**config.mk**
```make
export PLATFORM = sky130hd
export DESIGN_NAME = sdfgj_combine
export DESIGN_NICKNAME = d
export VERILOG_FILES = /design/src/rtl/sdfgj_pkg.sv /design/src/rtl/sdfgj_combine.sv
export SDC_FILE = /design/constraint.sdc
export NUM_CORES = 2
export LEC_CHECK = 0
export BUFFER_PORTS_ARGS = -buffer_cell sky130_fd_sc_hd__buf_2
export CORE_ASPECT_RATIO = 2
export CORE_MARGIN = 1
export CORE_UTILIZATION = 35
export CTS_CLUSTER_SIZE = 20
export DETAILED_ROUTE_END_ITERATION = 6
export PLACE_DENSITY = 0.51
export SYNTH_ARGS = -nofsm -noshare
export SYNTH_HDL_FRONTEND = slang
export SYNTH_SLANG_ARGS = --single-unit
```
**constraint.sdc**
```tcl
create_clock -name clock -period 8.7 [get_ports clock]
set_clock_uncertainty 0.1 [all_clocks]
set_input_delay 0.87 -clock clock [delete_from_list [all_inputs] [get_ports clock]]
set_output_delay 0.87 -clock clock [all_outputs]
set_load 0.1 [all_outputs]
```
**src/rtl/sdfgj_pkg.sv**
```systemverilog
package sdfgj_pkg;

   localparam int MAX_ORDER = 6;
   localparam int NCOLS     = MAX_ORDER + 1;
   localparam int DEPTH     = MAX_ORDER * NCOLS;
   localparam int ADDR_W    = $clog2(DEPTH);
   localparam int IDX_W     = 3;
   localparam int ELEM_W    = 16;
   localparam int ACC_W     = 64;
   localparam int HALF_W    = ACC_W / 2;
   localparam int PROD_W    = 2 * ACC_W + 2;
   localparam int SH_W      = $clog2(ACC_W);
   localparam int LC_W      = 6;
   localparam int CSR_IDX_W = 2;
   localparam int CSR_DAT_W = 4;

   localparam logic [CSR_IDX_W-1:0] CSR_ORDER_SIX    = 2'd0;
   localparam logic [CSR_IDX_W-1:0] CSR_PIVOT_ENABLE = 2'd1;
   localparam logic [CSR_IDX_W-1:0] CSR_RHS_SHIFT    = 2'd2;

   typedef logic signed [ACC_W-1:0] acc_type;
   typedef logic [ACC_W-1:0]        mag_type;
   typedef logic [ADDR_W-1:0]       addr_type;
   typedef logic [IDX_W-1:0]        idx_type;

   typedef struct packed {
      logic     en;
      addr_type addr;
      acc_type  data;
   } wr_type;

   typedef struct packed {
      logic            start;
      logic [SH_W-1:0] sh;
   } cmb_ctl_type;

   function automatic addr_type mem_addr(input idx_type r, input idx_type c);
      logic [ADDR_W+IDX_W-1:0] a;
      a = (ADDR_W+IDX_W)'(r * NCOLS + c);
      return a[ADDR_W-1:0];
   endfunction

   function automatic mag_type mag(input acc_type v);
      return v[ACC_W-1] ? mag_type'(-v) : mag_type'(v);
   endfunction

   // row of a load position: count of whole rows below it
   function automatic idx_type load_row(input logic [LC_W-1:0] lc, input logic [3:0] np1);
      idx_type r;
      r = '0;
      for (int k = 1; k <= MAX_ORDER; k++) begin
         if ({4'd0, lc} >= 10'(k) * {6'd0, np1}) r = IDX_W'(k);
      end
      return r;
   endfunction

endpackage

```
**src/rtl/sdfgj_combine.sv**
```systemverilog
module sdfgj_combine
   import sdfgj_pkg::*;
(
   input  logic        clock,
   input  logic        reset,
   input  cmb_ctl_type ctl,
   input  acc_type     piv,
   input  acc_type     x,
   input  acc_type     lead,
   input  acc_type     y,
   output logic        done,
   output acc_type     result
);
   localparam logic signed [PROD_W-1:0] SAT_MAX = PROD_W'({1'b0, {(ACC_W-1){1'b1}}});
   localparam logic signed [PROD_W-1:0] SAT_MIN = -SAT_MAX - PROD_W'(1);

   logic                     busy_ff, busy_in;
   logic [3:0]               cnt_ff, cnt_in;
   logic                     done_ff, done_in;
   mag_type                  ma_ff, mx_ff, ml_ff, my_ff;
   logic                     n1_ff, n2_ff;
   logic [SH_W-1:0]          sh_ff;
   logic [ACC_W-1:0]         pp_ff, pp_in;
   logic                     pv_ff, pv_in;
   logic                     pneg_ff, pneg_in;
   logic [1:0]               poff_ff, poff_in;
   logic signed [PROD_W-1:0] acc_ff, acc_in;
   logic signed [PROD_W-1:0] shr_ff, shr_in;
   acc_type                  res_ff, res_in;
   logic [HALF_W-1:0]        opa, opb;
   mag_type                  sa, sb;
   logic signed [PROD_W-1:0] term;

   // operand halves for the partial product of this step
   always_comb begin
      sa = cnt_ff[2] ? ml_ff : ma_ff;
      sb = cnt_ff[2] ? my_ff : mx_ff;
      opa = cnt_ff[1] ? sa[ACC_W-1:HALF_W] : sa[HALF_W-1:0];
      opb = cnt_ff[0] ? sb[ACC_W-1:HALF_W] : sb[HALF_W-1:0];
   end

   // weighted, signed partial product
   always_comb begin
      term = $signed({{(PROD_W-ACC_W){1'b0}}, pp_ff}) <<< (HALF_W * int'(poff_ff));
      if (pneg_ff) term = -term;
   end

   always_comb begin
      busy_in = busy_ff;
      cnt_in  = cnt_ff;
      done_in = 1'b0;
      pp_in   = pp_ff;
      pv_in   = 1'b0;
      pneg_in = pneg_ff;
      poff_in = poff_ff;
      acc_in  = acc_ff;
      shr_in  = shr_ff;
      res_in  = res_ff;
      if (ctl.start) begin
         busy_in = 1'b1;
         cnt_in  = '0;
         acc_in  = '0;
      end else if (busy_ff) begin
         cnt_in = cnt_ff + 4'd1;
         // one 32 by 32 product per cycle, eight in all
         if (!cnt_ff[3]) begin
            pp_in   = opa * opb;
            pv_in   = 1'b1;
            pneg_in = cnt_ff[2] ? n2_ff : n1_ff;
            poff_in = 2'(cnt_ff[1]) + 2'(cnt_ff[0]);
         end
         if (pv_ff) acc_in = acc_ff + term;
         // floor shift, then clamp
         if (cnt_ff == 4'd9) shr_in = acc_ff >>> sh_ff;
         if (cnt_ff == 4'd10) begin
            if (shr_ff > SAT_MAX)      res_in = acc_type'(SAT_MAX);
            else if (shr_ff < SAT_MIN) res_in = acc_type'(SAT_MIN);
            else                       res_in = shr_ff[ACC_W-1:0];
            done_in = 1'b1;
            busy_in = 1'b0;
         end
      end
   end

   always_ff @(posedge clock) begin
      if (reset) begin
         busy_ff <= 1'b0;
         cnt_ff  <= '0;
         done_ff <= 1'b0;
         pv_ff   <= 1'b0;
      end else begin
         busy_ff <= busy_in;
         cnt_ff  <= cnt_in;
         done_ff <= done_in;
         pv_ff   <= pv_in;
      end
   end

   // operand capture and datapath
   always_ff @(posedge clock) begin
      if (ctl.start) begin
         ma_ff <= mag(piv);
         mx_ff <= mag(x);
         ml_ff <= mag(lead);
         my_ff <= mag(y);
         n1_ff <= piv[ACC_W-1] != x[ACC_W-1];
         n2_ff <= lead[ACC_W-1] == y[ACC_W-1];
         sh_ff <= ctl.sh;
      end
      pp_ff   <= pp_in;
      pneg_ff <= pneg_in;
      poff_ff <= poff_in;
      acc_ff  <= acc_in;
      shr_ff  <= shr_in;
      res_ff  <= res_in;
   end

   assign done   = done_ff;
   assign result = res_ff;
endmodule

```
==> metrics.txt <==
run status=complete, but fails checks; failing checks=negative setup slack; drt via density=5.52; Post-synth EDFFs=525; worst hold slack=0.208 ns; Nets=11900; first-pass GRT wire length=609000 um; critical path arrival=9.46 ns; Top FF cell, synth=edfxtp_1; max_cap viols=0; Area Growth Syn to Fin=25.0%; initial antenna violation count=28; Syn. warnings=0; ANT nets after route=0; Remaining Overflow, GRT=0; most used routing layer=met2; row cnt=250; CP Capture Type=register; synthesized flop and latch total=662; CTS tree=done; CP max-delay cell=mux4_2; Die Area=0.236 mm2; Max Slew Vio Count=0; Synth Net Count=10700; RSZ-0062 raised after global routing=yes; drt drc=0; vias in the first global route=80200; vias=74500; met3 usage=0.0533; Avg Inst Size Synth=8.94 um2; CP peak stage delay=0.64 ns; crit-path max FO=7; crit start category=register; Seq/Total Area, Yosys=0.226; die width=344 um; Fin. Hold Viols=0; Req. time, crit path=9.12 ns; Core Region=0.232 mm2; pre-CTS setup slack=-0.912 ns; drt pass-1 iters=7; cts bufs inserted=73; Synth area leaders=fa_1 (22%), edfxtp_1 (19%), nand2_1 (6.1%); largest net degree at the start of global routing=155; Hold WC Path Type=input pin to register; Yosys top cell area share=0.219; f_max=111 MHz; Buffers on Ports=329; GR Util met2=0.722; GRT Total Usage=0.376; GR Layer Usage met1=0.281; Distinct cells, synth=94; layout cells sized above 1=0.235; Least-Margin Pin Slew=1.44 ns; Routed WL=450000 um; Post-DP HPWL=377000 um; crit path kind=register to register; io pins=330; H-tree depth=3; Post-synth ARST share=0; Hold Buf Count CTS=0; Synth Cell Area=0.0819 mm2; Root Driver=clkbuf_16; CTS sink cnt=662; die height=686 um; maximum root-to-sink buffer count=3; drt initial violations=4214; clock latency on the worst-skew pair=0.78 ns; gpl congestion=1.06; Synth area leader=fa_1; Final Cycle Share=1.04; wire per inst=33.4 um; Initial Util=0.353; Reg clk slew, reported paths=0.07 ns; relative max-transition margin=0.0228; minimum clock period after layout=9.05 ns; Crit path top cell by count=fa_1; final worst slack=-0.347 ns; Synth Instances=9166; setup violation total in the final timing report=16
==> flip-flops by register name, indices dropped and copies added, names as in the netlist <==
signal / count
n1_ff: 1
pv_ff: 1
result: 64
sh_ff: 6
busy_ff: 1
done: 1
n2_ff: 1
mx_ff: 64
pneg_ff: 1
pp_ff: 64
ml_ff: 64
ma_ff: 64
cnt_ff: 4
shr_ff: 130
poff_ff: 2
acc_ff: 130
my_ff: 64
==> cells by family after synthesis <==
family	Yosys count	synth area share
AO/OA/AOI/OAI	1700	0.128
XOR/XNOR	528	0.0564
adder cells (fa/ha/maj)	1297	0.280
buffers and inverters	1566	0.0724
flip-flops	662	0.226
multiplexers	507	0.0828
AND/OR/NAND/NOR	2906	0.154
==> per-stage QoR <==
stage | instances | TNS (ns) | area (um2) | utilization
after floorplan | 9166 | 0 | 82200 | -
after global placement | 13200 | -16.69 | 96700 | 0.417
after detailed placement | 13200 | -16.42 | 96700 | 0.417
after CTS | 13400 | -3.25 | 101000 | 0.433
after global routing | 13500 | -6.71 | 102000 | 0.441
final | 13500 | -3.38 | 102000 | 0.441
==> area by class of cell <==
cell class              instances  area (um2)
repair buffers               1673       14400
inverters                    1031        3870
clock buffers                  78        1860
well taps                    3024        3780
fillers                     23300      130000
diodes                         19        47.5
flip-flops and latches        662       18500
clock inverters                56         805
multi-input cells            6938       59100
==> worst paths after layout <==
| path | slack [ns] | start | cells after the start | endpoint |
|---|---|---|---|---|
| worst max-delay path | -0.35 | cnt_ff[2] | 30 | pp_ff[60] |
| worst min-delay path | 0.21 | ctl[3] | 1 | sh_ff[3] |
| worst max register to register | -0.35 | cnt_ff[2] | 30 | pp_ff[60] |
| worst min register to register | 0.41 | shr_ff[7] | 1 | result[7] |
==> cells in the mapped netlist (42+ instances only) <==
cell type	instances
a211oi_1	48
o21bai_1	45
o21a_1	87
nand3_1	51
nor3_1	87
buf_1	68
ha_1	400
mux2i_1	232
clkbuf_1	448
o31ai_1	100
a31oi_1	53
o21ai_0	494
nor2_1	920
a21oi_1	431
xor2_1	135
o41ai_1	42
nand2_1	1334
mux2_2	153
edfxtp_1	525
inv_1	1028
a21o_1	168
mux4_2	121
dfxtp_1	137
or3_1	76
nand2b_1	82
xnor2_1	393
fa_1	897
nand4_1	102
==> metal layers <==
layer	share of wire	vias to the layer above
met3	0.039	1478
met2	0.54	2628
met5	0.00019	-
met1	0.26	37100
met4	0.16	10
li1	-	33300
==> repair_timing <==
action	CTS	global route
gates cloned	3	10
setup endpoints to repair	40	38
pin swaps	88	137
hold endpoints to repair	0	0
setup buffers	40	63
resized for setup	176	253
==> placed cells by master, fill, tap and decap left out, drive strengths merged, types with 21 or more instances in the layout <==
cell type / instances
nor3: 87
nand2: 1335
xor2: 135
edfxtp: 525
inv: 1041
o211ai: 23
nand2b: 84
a31oi: 53
o41ai: 44
mux2i: 233
a21oi: 431
a22oi: 21
o21bai: 45
or2: 34
ha: 400
mux4: 121
nor2b: 32
fa: 897
clkbuf: 86
mux2: 153
o31ai: 100
and2: 40
buf: 1665
a22o: 24
or4: 41
nand3: 51
or3: 78
dfxtp: 137
o21ai: 536
nor2: 920
o21a: 87
nor4: 43
a21o: 168
xnor2: 393
a211oi: 49
clkinv: 25
nand4: 102
==> critical path: cells and delay by family, from the launching register on <==
family | cells | cell delay [ns]
buffers and inverters | 10 | 1.34
AND/OR/NAND/NOR | 5 | 1.44
flip-flops | 1 | 0.41
AO/OA/AOI/OAI | 4 | 0.48
XOR/XNOR | 1 | 0.13
multiplexers | 1 | 0.64
adder cells (fa/ha/maj) | 9 | 4.31
Power is not shown: default switching activity piles up to over one toggle a cycle in this logic, so the estimate is an artifact.
